==> config.mk <==
export PLATFORM = sky130hd
export DESIGN_NAME = flash_block_rotation_cache
export DESIGN_NICKNAME = d
export VERILOG_FILES = /design/src/fbrc_pkg.sv /design/src/fbrc_front.sv /design/src/fbrc_back.sv /design/src/flash_block_rotation_cache.sv
export VERILOG_INCLUDE_DIRS = /design/src /design/src/src
export SDC_FILE = /design/constraint.sdc
export NUM_CORES = 2
export LEC_CHECK = 0
export BUFFER_PORTS_ARGS = -buffer_cell sky130_fd_sc_hd__buf_2
export CAP_MARGIN = 30
export CORE_MARGIN = 8
export CORE_UTILIZATION = 55
export CTS_CLUSTER_DIAMETER = 60
export DETAILED_ROUTE_END_ITERATION = 6
export GPL_ROUTABILITY_DRIVEN = 0
export PLACE_DENSITY = 0.72
export SLEW_MARGIN = 20
export SYNTH_ARGS = -nofsm -noshare
export SYNTH_HDL_FRONTEND = slang
export SYNTH_SLANG_ARGS = --single-unit
==> constraint.sdc <==
create_clock -name clk -period 4.5 [get_ports clk]
set_input_delay 0.9 -clock clk [delete_from_list [all_inputs] [get_ports clk]]
set_output_delay 0.9 -clock clk [all_outputs]
set_load 0.02 [all_outputs]
==> src/flash_block_rotation_cache_assert.svh <==
// Assertion macros for the flash block rotation cache.
// Expects clk and arst_n in the scope of each use.
`ifndef FLASH_BLOCK_ROTATION_CACHE_ASSERT_SVH
`define FLASH_BLOCK_ROTATION_CACHE_ASSERT_SVH

// same-cycle implication
`define FBRC_ASSERT_IMPLY(lbl, ante, cons, msg) \
	lbl: assert property (@(posedge clk) disable iff (!arst_n) (ante) |-> (cons)) \
		else $error(msg);

// next-cycle implication
`define FBRC_ASSERT_NEXT(lbl, ante, cons, msg) \
	lbl: assert property (@(posedge clk) disable iff (!arst_n) (ante) |=> (cons)) \
		else $error(msg);

`endif

==> src/fbrc_pkg.sv <==
// Shared types and codes for the flash block rotation cache.
// No dependencies.
package fbrc_pkg;

	localparam logic [1:0] REQ_READ  = 2'd0;
	localparam logic [1:0] REQ_WRITE = 2'd1;
	localparam logic [1:0] REQ_FLUSH = 2'd2;
	localparam logic [1:0] REQ_LOAD  = 2'd3;

	localparam logic [1:0] KIND_READ    = 2'd0;
	localparam logic [1:0] KIND_ACK     = 2'd1;
	localparam logic [1:0] KIND_ERASE   = 2'd2;
	localparam logic [1:0] KIND_PROGRAM = 2'd3;

	localparam logic [1:0] CFG_FLASH_BASE   = 2'd0;
	localparam logic [1:0] CFG_INITIAL_SLOT = 2'd1;
	localparam logic [1:0] CFG_ERASE_SECTOR = 2'd2;

	typedef enum logic [1:0] {
		OP_READ  = 2'd0,
		OP_WRITE = 2'd1,
		OP_FLUSH = 2'd2,
		OP_LOAD  = 2'd3
	} op_t;

	typedef struct packed {
		logic [1:0]  req_type;
		logic [7:0]  word_index;
		logic [31:0] word_value;
	} req_t;

	typedef struct packed {
		logic [1:0]  kind;
		logic [31:0] flash_address;
		logic [31:0] payload;
		logic        last;
	} res_t;

	typedef struct packed {
		op_t         op;
		logic        in_range;
		logic [7:0]  idx;
		logic [31:0] value;
	} cmd_t;

	typedef struct packed {
		logic [31:0] flash_base;
		logic [3:0]  erase_sector;
		logic        slot_load;
		logic [4:0]  slot_init;
	} cfg_t;

endpackage

==> src/fbrc_front.sv <==
// Front end: takes requests, decodes and range-checks them, and holds them
// in a two-entry queue for the back end. Uses fbrc_pkg.
module fbrc_front #(
	parameter int BLOCK_WORDS = 32
) (
	input  logic            clk,
	input  logic            arst_n,
	input  logic            start,
	input  fbrc_pkg::req_t  request,
	output logic            busy,
	output logic            cmd_valid,
	output fbrc_pkg::cmd_t  cmd,
	input  logic            cmd_pop
);
	import fbrc_pkg::*;

	cmd_t       queue_q [2];
	logic       wr_ptr_q;
	logic       rd_ptr_q;
	logic [1:0] count_q;
	logic       push;
	cmd_t       decoded;

	always_comb begin
		decoded.in_range = request.word_index < 8'(BLOCK_WORDS);
		decoded.idx      = request.word_index;
		decoded.value    = request.word_value;
		unique case (request.req_type)
			REQ_READ:  decoded.op = OP_READ;
			REQ_WRITE: decoded.op = OP_WRITE;
			REQ_FLUSH: decoded.op = OP_FLUSH;
			default:   decoded.op = OP_LOAD;
		endcase
	end

	assign busy      = count_q == 2'd2;
	assign push      = start && !busy;
	assign cmd_valid = count_q != 2'd0;
	assign cmd       = queue_q[rd_ptr_q];

	always_ff @(posedge clk or negedge arst_n) begin
		if (!arst_n) begin
			wr_ptr_q <= 1'b0;
			rd_ptr_q <= 1'b0;
			count_q  <= 2'd0;
		end else begin
			if (push) begin
				wr_ptr_q <= !wr_ptr_q;
			end
			if (cmd_pop) begin
				rd_ptr_q <= !rd_ptr_q;
			end
			if (push && !cmd_pop) begin
				count_q <= count_q + 2'd1;
			end else if (!push && cmd_pop) begin
				count_q <= count_q - 2'd1;
			end
		end
	end

	always_ff @(posedge clk) begin
		if (push) begin
			queue_q[wr_ptr_q] <= decoded;
		end
	end

endmodule

==> src/fbrc_back.sv <==
// Back end: word cache memory, dirty mark, slot and flush sequencer.
// Emits one result per cycle through two register stages. Uses fbrc_pkg.
module fbrc_back #(
	parameter int BLOCK_WORDS = 32,
	parameter int BLOCK_COUNT = 32
) (
	input  logic            clk,
	input  logic            arst_n,
	input  logic            cmd_valid,
	input  fbrc_pkg::cmd_t  cmd,
	output logic            cmd_pop,
	input  fbrc_pkg::cfg_t  cfg,
	output logic            result_valid,
	output fbrc_pkg::res_t  result
);
	import fbrc_pkg::*;

	localparam int IW        = (BLOCK_WORDS > 1) ? $clog2(BLOCK_WORDS) : 1;
	localparam int BLK_BYTES = BLOCK_WORDS * 4;

	typedef enum logic [2:0] {
		ST_RUN  = 3'b001,
		ST_PROG = 3'b010,
		ST_MARK = 3'b100
	} state_t;

	logic [31:0]   mem_q [BLOCK_WORDS];
	logic [31:0]   rdata_q;
	logic [IW-1:0] raddr;
	logic          mem_we;

	state_t        state_q;
	logic          dirty_q;
	logic [5:0]    slot_q;
	logic          erased_q;
	logic [31:0]   addr_q;
	logic [IW-1:0] cnt_q;

	logic          valid_s1;
	logic [1:0]    kind_s1;
	logic [31:0]   addr_s1;
	logic [31:0]   const_s1;
	logic          use_mem_s1;
	logic          last_s1;

	logic          valid_s2;
	res_t          res_s2;

	logic [6:0]    slot_next2;
	logic          erased_now;
	logic [6:0]    target;
	logic [31:0]   block_off;
	logic          cnt_last;

	assign cmd_pop    = cmd_valid && (state_q == ST_RUN);
	assign slot_next2 = {1'b0, slot_q} + 7'd2;
	assign erased_now = slot_next2 >= 7'(BLOCK_COUNT);
	assign target     = erased_now ? 7'd1 : slot_next2;
	assign block_off  = 32'(target) * 32'(BLK_BYTES);
	assign cnt_last   = cnt_q == IW'(BLOCK_WORDS - 1);
	assign mem_we     = cmd_pop && cmd.in_range && (cmd.op == OP_WRITE || cmd.op == OP_LOAD);

	always_comb begin
		if (state_q == ST_PROG) begin
			raddr = cnt_q;
		end else if (cmd.in_range) begin
			raddr = cmd.idx[IW-1:0];
		end else begin
			raddr = '0;
		end
	end

	always_ff @(posedge clk) begin
		if (mem_we) begin
			mem_q[cmd.idx[IW-1:0]] <= cmd.value;
		end
		rdata_q <= mem_q[raddr];
	end

	always_ff @(posedge clk or negedge arst_n) begin
		if (!arst_n) begin
			state_q    <= ST_RUN;
			dirty_q    <= 1'b0;
			slot_q     <= 6'd0;
			erased_q   <= 1'b0;
			addr_q     <= 32'd0;
			cnt_q      <= '0;
			valid_s1   <= 1'b0;
			kind_s1    <= KIND_ACK;
			addr_s1    <= 32'd0;
			const_s1   <= 32'd0;
			use_mem_s1 <= 1'b0;
			last_s1    <= 1'b0;
		end else begin
			valid_s1   <= 1'b0;
			addr_s1    <= 32'd0;
			const_s1   <= 32'd0;
			use_mem_s1 <= 1'b0;
			last_s1    <= 1'b1;
			kind_s1    <= KIND_ACK;
			if (cfg.slot_load) begin
				slot_q <= {1'b0, cfg.slot_init};
			end
			unique case (state_q)
				ST_RUN: begin
					if (cmd_pop) begin
						case (cmd.op)
							OP_READ: begin
								valid_s1   <= 1'b1;
								kind_s1    <= KIND_READ;
								use_mem_s1 <= cmd.in_range;
							end
							OP_WRITE: begin
								valid_s1 <= 1'b1;
								if (cmd.in_range) begin
									dirty_q <= 1'b1;
								end
							end
							OP_LOAD: begin
								valid_s1 <= 1'b1;
							end
							default: begin
								if (!dirty_q) begin
									valid_s1 <= 1'b1;
								end else begin
									erased_q <= erased_now;
									addr_q   <= cfg.flash_base + block_off;
									cnt_q    <= '0;
									state_q  <= ST_PROG;
									if (erased_now) begin
										valid_s1 <= 1'b1;
										kind_s1  <= KIND_ERASE;
										const_s1 <= 32'(cfg.erase_sector);
										last_s1  <= 1'b0;
									end
								end
							end
						endcase
					end
				end
				ST_PROG: begin
					valid_s1   <= 1'b1;
					kind_s1    <= KIND_PROGRAM;
					addr_s1    <= addr_q;
					use_mem_s1 <= 1'b1;
					last_s1    <= erased_q && cnt_last;
					addr_q     <= addr_q + 32'd4;
					cnt_q      <= cnt_q + IW'(1);
					if (cnt_last) begin
						if (erased_q) begin
							slot_q  <= 6'd0;
							dirty_q <= 1'b0;
							state_q <= ST_RUN;
						end else begin
							state_q <= ST_MARK;
						end
					end
				end
				ST_MARK: begin
					valid_s1 <= 1'b1;
					kind_s1  <= KIND_PROGRAM;
					addr_s1  <= cfg.flash_base + {24'd0, slot_q, 2'b00};
					slot_q   <= slot_q + 6'd1;
					dirty_q  <= 1'b0;
					state_q  <= ST_RUN;
				end
				default: begin
					state_q <= ST_RUN;
				end
			endcase
		end
	end

	always_ff @(posedge clk or negedge arst_n) begin
		if (!arst_n) begin
			valid_s2 <= 1'b0;
			res_s2   <= '0;
		end else begin
			valid_s2             <= valid_s1;
			res_s2.kind          <= kind_s1;
			res_s2.flash_address <= addr_s1;
			res_s2.payload       <= use_mem_s1 ? rdata_q : const_s1;
			res_s2.last          <= last_s1;
		end
	end

	assign result_valid = valid_s2;
	assign result       = res_s2;

endmodule

==> src/flash_block_rotation_cache.sv <==
// Top level of the flash block rotation cache: configuration registers,
// front end and back end. Uses fbrc_pkg, fbrc_front, fbrc_back.
//
// Each result passes the s1 and s2 registers after the back end picks up its
// request. Results come out one per cycle, each shown for exactly one cycle
// with result_valid; the receiver cannot stall them. Reads, writes, loads and
// clean flushes do not hold the back end, so one request per cycle is
// sustained while no dirty flush holds it. A dirty flush holds the back end
// through the erase, then one program per word when it erases, and otherwise
// a first step with no result, one program per word, then the marker write,
// reading one cache word per cycle from the single read port; a two-item
// queue keeps taking requests meanwhile and busy rises when it is full.
// Configuration writes are always taken (cfg_ready is high) and must be done
// while the block is idle.
module flash_block_rotation_cache #(
	parameter int BLOCK_WORDS = 32,
	parameter int BLOCK_COUNT = 32
) (
	input  logic            clk,
	input  logic            arst_n,
	input  logic            start,
	output logic            busy,
	input  fbrc_pkg::req_t  request,
	output logic            result_valid,
	output fbrc_pkg::res_t  result,
	input  logic            cfg_valid,
	output logic            cfg_ready,
	input  logic [1:0]      cfg_index,
	input  logic [31:0]     cfg_data
);
	import fbrc_pkg::*;

	`include "flash_block_rotation_cache_assert.svh"

	logic [31:0] flash_base_q;
	logic [3:0]  erase_sector_q;
	logic        cfg_we;
	cfg_t        cfg;
	logic        cmd_valid;
	logic        cmd_pop;
	cmd_t        cmd;

	assign cfg_ready = 1'b1;
	assign cfg_we    = cfg_valid && cfg_ready;

	always_ff @(posedge clk or negedge arst_n) begin
		if (!arst_n) begin
			flash_base_q   <= 32'd0;
			erase_sector_q <= 4'd11;
		end else if (cfg_we) begin
			unique case (cfg_index)
				CFG_FLASH_BASE:   flash_base_q   <= cfg_data;
				CFG_ERASE_SECTOR: erase_sector_q <= cfg_data[3:0];
				default: ;
			endcase
		end
	end

	always_comb begin
		cfg.flash_base   = flash_base_q;
		cfg.erase_sector = erase_sector_q;
		cfg.slot_load    = cfg_we && (cfg_index == CFG_INITIAL_SLOT);
		cfg.slot_init    = cfg_data[4:0];
	end

	fbrc_front #(
		.BLOCK_WORDS(BLOCK_WORDS)
	) u_front (
		.clk      (clk),
		.arst_n   (arst_n),
		.start    (start),
		.request  (request),
		.busy     (busy),
		.cmd_valid(cmd_valid),
		.cmd      (cmd),
		.cmd_pop  (cmd_pop)
	);

	fbrc_back #(
		.BLOCK_WORDS(BLOCK_WORDS),
		.BLOCK_COUNT(BLOCK_COUNT)
	) u_back (
		.clk         (clk),
		.arst_n      (arst_n),
		.cmd_valid   (cmd_valid),
		.cmd         (cmd),
		.cmd_pop     (cmd_pop),
		.cfg         (cfg),
		.result_valid(result_valid),
		.result      (result)
	);

	`FBRC_ASSERT_IMPLY(a_single_last, result_valid && (result.kind == KIND_READ || result.kind == KIND_ACK), result.last, "read or ack without last")
	`FBRC_ASSERT_IMPLY(a_addr_zero, result_valid && result.kind != KIND_PROGRAM, result.flash_address == 32'd0, "nonzero address on non-program item")
	`FBRC_ASSERT_IMPLY(a_erase_not_last, result_valid && result.kind == KIND_ERASE, !result.last, "erase marked last")
	`FBRC_ASSERT_NEXT(a_erase_then_prog, result_valid && result.kind == KIND_ERASE, result_valid && result.kind == KIND_PROGRAM, "erase not followed by program")

endmodule

### Word-level counts from Yosys, hierarchy flattened

Memories as Yosys holds them, arrays and structs flattened. A register that Yosys moved wholly into a read port is not among the register bits.
Index checks and enable logic that the tools add are counted.

| word-level totals | value |
|---|---|
| flip-flop bits (word level) | 225 |
| bits in writable memories | 1,110 |
| input port bits | 80 |
| output and inout port bits | 70 |
| word-level logic and storage cells | 142 |
| memories | 2 |

| operators by class | value |
|---|---|
| $add $sub $neg | 8 |
| $lt $le $gt $ge | 2 |
| eq/ne operators | 18 |
| mux-type cells | 59 |
| bitwise logic cells | 1 |
| reductions and logical operators | 30 |

Memories:

| memory | words | width | read ports | clocked after memory_dff | wr ports | RTL line | RTL |
|---|---|---|---|---|---|---|---|
| u_back.mem_q | 32 | 32 | 1 | 1 | 1 | fbrc_back.sv:27 | `logic [31:0] mem_q [BLOCK_WORDS];` |
| u_front.queue_q | 2 | 43 | 1 | 0 | 1 | fbrc_front.sv:17 | `cmd_t queue_q [2];` |

Operators by type and width:

| cell | count |
|---|---|
| 2-to-1 mux 32 bit | 8 |
| case mux 32 bit (2 select lines) | 2 |
| adder 32 x 14 -> 32 bit | 1 |
| adder 32 x 3 -> 32 bit (second input constant) | 1 |
| adder 32 x 8 -> 32 bit | 1 |
| 2-to-1 mux 5 bit | 5 |
| 2-to-1 mux 1 bit | 19 |
| 2-to-1 mux 6 bit | 3 |
| 2-to-1 mux 3 bit | 5 |
| case mux 6 bit (2 select lines) | 1 |
| AND reduction 4 bit | 3 |
| 2-to-1 mux 2 bit | 5 |
| inequality test 2 x 1 -> 1 bit (second input constant) | 5 |
| case mux 5 bit (2 select lines) | 1 |
| equality test 2 bit (second input constant) | 4 |
| logical AND 1 bit | 8 |
| < comparator 8 x 6 -> 1 bit (second input constant) | 1 |
| case mux 2 bit (2 select lines) | 2 |
| adder 6 x 2 -> 7 bit (second input constant) | 1 |
| >= comparator 7 x 6 -> 1 bit (second input constant) | 1 |
| 2-to-1 mux 7 bit | 1 |
| adder 6 x 1 -> 6 bit (second input constant) | 1 |
| equality test 2 x 1 -> 1 bit (second input constant) | 3 |
| logical NOT 2 bit | 3 |
| other kinds (22) | 33 |

### Depth between registers and ports, before layout

| depth | value |
|---|---|
| word-level depth | 8 |
| depth in mapped cells | 17 |
| depth with buffers taken out | 15 |

### Modules after synthesis

From an unflattened synthesis, not the netlist that was laid out.

| second synthesis, totals | value |
|---|---|
| cells, all modules | 3,790 |
| area, all modules | 53,901.7 µm² |

Modules (own cells, without submodules):

| module | instances | cells each | area each (µm²) | sequential area each (µm²) |
|---|---|---|---|---|
| fbrc_back | 1 | 3,554 | 48,997.0 | 35,321.4 |
| fbrc_front | 1 | 156 | 3,514.6 | 2,682.6 |
| flash_block_rotation_cache | 1 | 80 | 1,390.1 | 904.6 |

### Least setup slack after synthesis

Ideal clock, no wire load.

| timing | value |
|---|---|
| path type | register to register |
| start | register u_back.slot_q[1] |
| end | register u_back.addr_q[29] |
| setup time | 126 ps |
| arrival | 3,600 ps |
| data required time | 4,374 ps |
| slack | 774 ps |
| stages on the path, launching flop included | 18 |
| buffers on the path | 2 |
| clock period less this slack | 3,726 ps |
| cell sequence | dfrtp_1 -> ha_1 -> and3_1 -> nand3_1 -> o21a_1 -> clkbuf_1 -> or2_2 -> ha_1 -> inv_1 -> fa_1 -> nor2b_1 -> o21a_1 -> o21a_1 -> o41a_1 -> clkbuf_1 -> or3b_1 -> xnor2_1 -> a221o_1 |

| on the way | value |
|---|---|
| longest elaborated chain between the ends | 8 |

Ends and longest elaborated chain:

| element | RTL line | RTL |
|---|---|---|
| start: declaration | fbrc_back.sv:34 | `logic [5:0] slot_q;` |
| start signal: assignment | fbrc_back.sv:102 | `slot_q <= {1'b0, cfg.slot_init};` |
| start signal: assignment | fbrc_back.sv:163 | `slot_q <= slot_q + 6'd1;` |
| adder 6 x 2 -> 7 bit * | fbrc_back.sv:56 | `assign slot_next2 = {1'b0, slot_q} + 7'd2;` |
| >= comparator 7 x 6 -> 1 bit | fbrc_back.sv:57 | `assign erased_now = slot_next2 >= 7'(BLOCK_COUNT);` |
| 2-to-1 mux 7 bit * | fbrc_back.sv:58 | `assign target = erased_now ? 7'd1 : slot_next2;` |
| adder 32 x 14 -> 32 bit * | fbrc_back.sv:127 | `addr_q <= cfg.flash_base + block_off;` |
| 2-to-1 mux 32 bit * | fbrc_back.sv:123 | `if (!dirty_q) begin` |
| 2-to-1 mux 32 bit * | fbrc_back.sv:107 | `case (cmd.op)` |
| 2-to-1 mux 32 bit * | fbrc_back.sv:106 | `if (cmd_pop) begin` |
| case mux 32 bit (2 select lines) * | fbrc_back.sv:104 | `unique case (state_q)` |
| end signal: assignment | fbrc_back.sv:127 |  |
| end signal: assignment | fbrc_back.sv:147 | `addr_q <= addr_q + 32'd4;` |
| end: declaration | fbrc_back.sv:36 | `logic [31:0] addr_q;` |

Every way passes the cells marked *; elsewhere a longest branch is shown, timed or not. The select of a mux whose other input is x is not followed.
A chain may end at the register's enable or synchronous reset.

### Worst setup path in the final report

Ends and elaborated chain as after synthesis.

==> flow_summary.json <==
{
  "grt_pass1_wl_mm": 190.6,
  "fmax_mhz": 261.1,
  "start_util_pct": 55.32,
  "drtIter0Drc": 3158,
  "vias": 30300,
  "holdWs_ps": 235.4,
  "die_w_microns": 324.5,
  "synth.ff_latch_count": 1333,
  "ff2ff_setup_slack_ps": 670,
  "rows": 113,
  "hold_violations": 0,
  "cts_made_buffers": 135,
  "die_y_microns": 324.5,
  "endpoint_kind": "flop",
  "ys_seq_area_share_pct": 74.01,
  "ctsResizeCount": 0,
  "synthCells": 3322,
  "dieArea_sq_um": 105300,
  "grt_pass1_vias": 30540,
  "path_max_fanout": 11,
  "seq_area_sq_um": 38730,
  "ctsHoldBuffers": 0,
  "portBuffers": 148,
  "crit_type": "reg -> reg",
  "finalSetupViolCount": 0,
  "netlist_area_sq_um": 52330,
  "finalCritPeriodShare_pct": 85.12,
  "first_pass_iters": 6,
  "yosysTopAreaCell": "edfxtp_1",
  "min_period_ps": 3830,
  "clockBufferDepth": 3,
  "syn2layout_area_growth_pct": 14.36,
  "power_density_nw_per_um2": 614.4,
  "avgRoutedWirePerCell_microns": 26.20,
  "rsz0062_at_grt": "false",
  "fin_cells": 4905,
  "place_ws_ps": 739.9,
  "slew_headroom_pct": 37.37,
  "status": "completed",
  "ys_types": 69,
  "multi_input_area_sq_um": 12930,
  "r2r-end": "u_back.addr_q[29]",
  "clk_pin_slew_ps": 60,
  "antenna_found_initial": 10,
  "grt-ovfl-total": 0,
  "r2r_cells": 15,
  "dpl.hpwl_mm": 75.55,
  "start_kind": "flop",
  "placed_cells": 4654,
  "setup_tns_ps": 0,
  "critPathMaxStageDelay_ps": 490,
  "grtUsageTotal_pct": 23.81,
  "cap_viol_max_count": 0,
  "synth_ff_type": "edfxtp_1",
  "drcViolationCount": 0,
  "cts_setup_buffers": 0,
  "cp.required_ps": 5110,
  "grt_max_degree": 106,
  "syn_area_per_cell_sq_um": 15.75,
  "worstMarginPinSlew_ps": 939.4,
  "cp_cell_sequence": "ha_1 > and3_1 > nand3_1 > o21a_1 > or2_2 > ha_1 > inv_1 > fa_1 > nor2b_1 > o21a_1 > o21a_1 > o41a_1 > or3b_1 > xnor2_1 > a221o_1",
  "r2r-start": "u_back.slot_q[1]",
  "slew_viol_final": 0,
  "coreArea_sq_um": 94590,
  "drive_gt1_share_pct": 21.73,
  "cp-endpoint": "u_back.addr_q[29]",
  "layout_setup_ws_ps": 669.8,
  "nNetsFinal": 3629,
  "yosys_warnings": 0,
  "slowest_stage": "dfrtp_1",
  "ios": 150,
  "worstSkewPairLatency_ps": 740,
  "cts_tree": "yes",
  "cts_max_level": 4,
  "vias_per_cell": 6.177,
  "hold_class": "in -> async",
  "skew_ps": 33.01,
  "p_total_w": 0.03676,
  "crit_top_cell": "o21a_1",
  "ir_drop_mv": 0.4275,
  "cp-startpoint": "u_back.slot_q[1]",
  "cts.sinks": 1333,
  "ys_top_cells_by_area": "edfxtp_1 (63%), dfrtp_1 (9.2%), mux2_2 (5.7%)",
  "critPathArrivalTime_ps": 4440,
  "drtAntennaViolNets": 0,
  "async_flop_share_pct": 14.78,
  "p_leak_nw": 20.58,
  "synth_top_cell_area_share_pct": 63.35,
  "synth_edf_count": 1104,
  "nFillCells": 6738,
  "postRouteWirelength_mm": 128.5,
  "root_buffer": "clkbuf_16"
}
[layout make-up]
cell class	count	share of cell area, %
Clock buffer	191	6.580
Multi-Input combinational cell	1773	21.61
Sequential cell	1333	64.72
Inverter	22	0.1380
Tap cell	1265	2.645
Antenna cell	5	0.02091
Clock inverter	54	0.8761
Timing Repair Buffer	262	3.408
[power breakdown]
group	switching (W)	internal (W)
Combinational	0.00623	0.00328
Sequential	0.000583	0.0156
Clock	0.00455	0.00657
[layout by cell type, fill, tap and decap left out, types with 40 or more instances in the layout]
cell,count
o22ai_1,110
and2_1,68
buf_2,147
nor2_1,54
clkbuf_16,142
dfrtp_1,190
xnor2_1,40
buf_4,79
a32o_1,128
mux2_2,265
o21ai_0,154
nand2_1,419
mux2i_1,136
edfxtp_1,1104
a21oi_1,40
[stage by stage]
step,util [%],cell area [sq um]
after floorplan,-,52330
after global placement,58.48,55310
after detailed placement,58.51,55350
after CTS,63.23,59810
after global routing,63.26,59830
final,63.27,59840
[routing by layer]
layer  up-vias  global-route usage [%]  share of wire, %
li1      13230                       -                 -
met4         8                   9.101               3.5
met3       259                   4.945               9.0
met2      1477                   38.13                47
met5         -                       0             0.043
met1     15320                   32.23                40
[how the worst min path moves through the flow]
stage	startpoint	end	slack, ps	depth (start not counted)
3_3_place_gp	u_back.addr_s1[30]	u_back.result[63]	330	0
2_1_floorplan	u_back.last_s1	u_back.result[0]	330	0
3_5_place_dp	u_back.addr_s1[2]	u_back.result[35]	330	0
4_1_cts	arst_n	u_back.addr_q[30]	280	1
6_report	arst_n	u_back.result[51]	240	1
5_1_grt	arst_n	flash_base_q[31]	310	1
[worst max-delay path: cells and delay by family, from the launching register on]
kind | cells | cell delay, ps
simple gates | 5 | 1010
fa+ha+maj | 3 | 860
compound gates | 5 | 1150
buf+inv | 1 | 60
xor+xnor | 1 | 130
flops | 1 | 490
[cell families after synthesis]
group,Yosys count,synth area share (%)
flops,1333,74.01
simple gates,697,5.832
compound gates,588,8.266
mux,403,8.345
buf+inv,217,1.973
xor+xnor,60,1.004
fa+ha+maj,22,0.5547
other cells,2,0.01435
[registers in the layout (all words and copies together) (netlist names), 4 cells and up]
signal	cells
erase_sector_q	4
flash_base_q	32
u_back.addr_q	32
u_back.addr_s1	32
u_back.cnt_q	5
u_back.const_s1	4
u_back.mem_q	1024
u_back.rdata_q	32
u_back.result	67
u_back.slot_q	6
u_front.queue_q	80
[cell usage after synthesis (4+ instances only)]
| cell | number |
|---|---|
| nand3_1 | 29 |
| nor4_1 | 5 |
| nand2_1 | 420 |
| nand4_1 | 13 |
| buf_2 | 57 |
| a211oi_1 | 36 |
| mux2i_1 | 137 |
| xnor2_1 | 40 |
| a21oi_1 | 41 |
| nor3_1 | 25 |
| dfxtp_1 | 32 |
| inv_1 | 22 |
| buf_1 | 20 |
| dfstp_2 | 5 |
| a31oi_1 | 4 |
| and3_1 | 11 |
| and2_1 | 69 |
| or3_1 | 6 |
| a21o_1 | 5 |
| clkbuf_1 | 87 |
| edfxtp_1 | 1104 |
| or2_2 | 5 |
| a32o_1 | 130 |
| o22ai_1 | 110 |
| nor3b_1 | 4 |
| dfrtp_1 | 192 |
| ha_1 | 20 |
| a311oi_1 | 32 |
| o21ai_0 | 154 |
| a221o_1 | 4 |
| xor2_1 | 20 |
| o21a_1 | 4 |
| buf_4 | 23 |
| nand2b_1 | 9 |
| a22o_1 | 4 |
| mux2_2 | 266 |
| buf_6 | 8 |
| nor2_1 | 88 |
| o2111a_1 | 32 |
(Power assumes the default switching activity.)
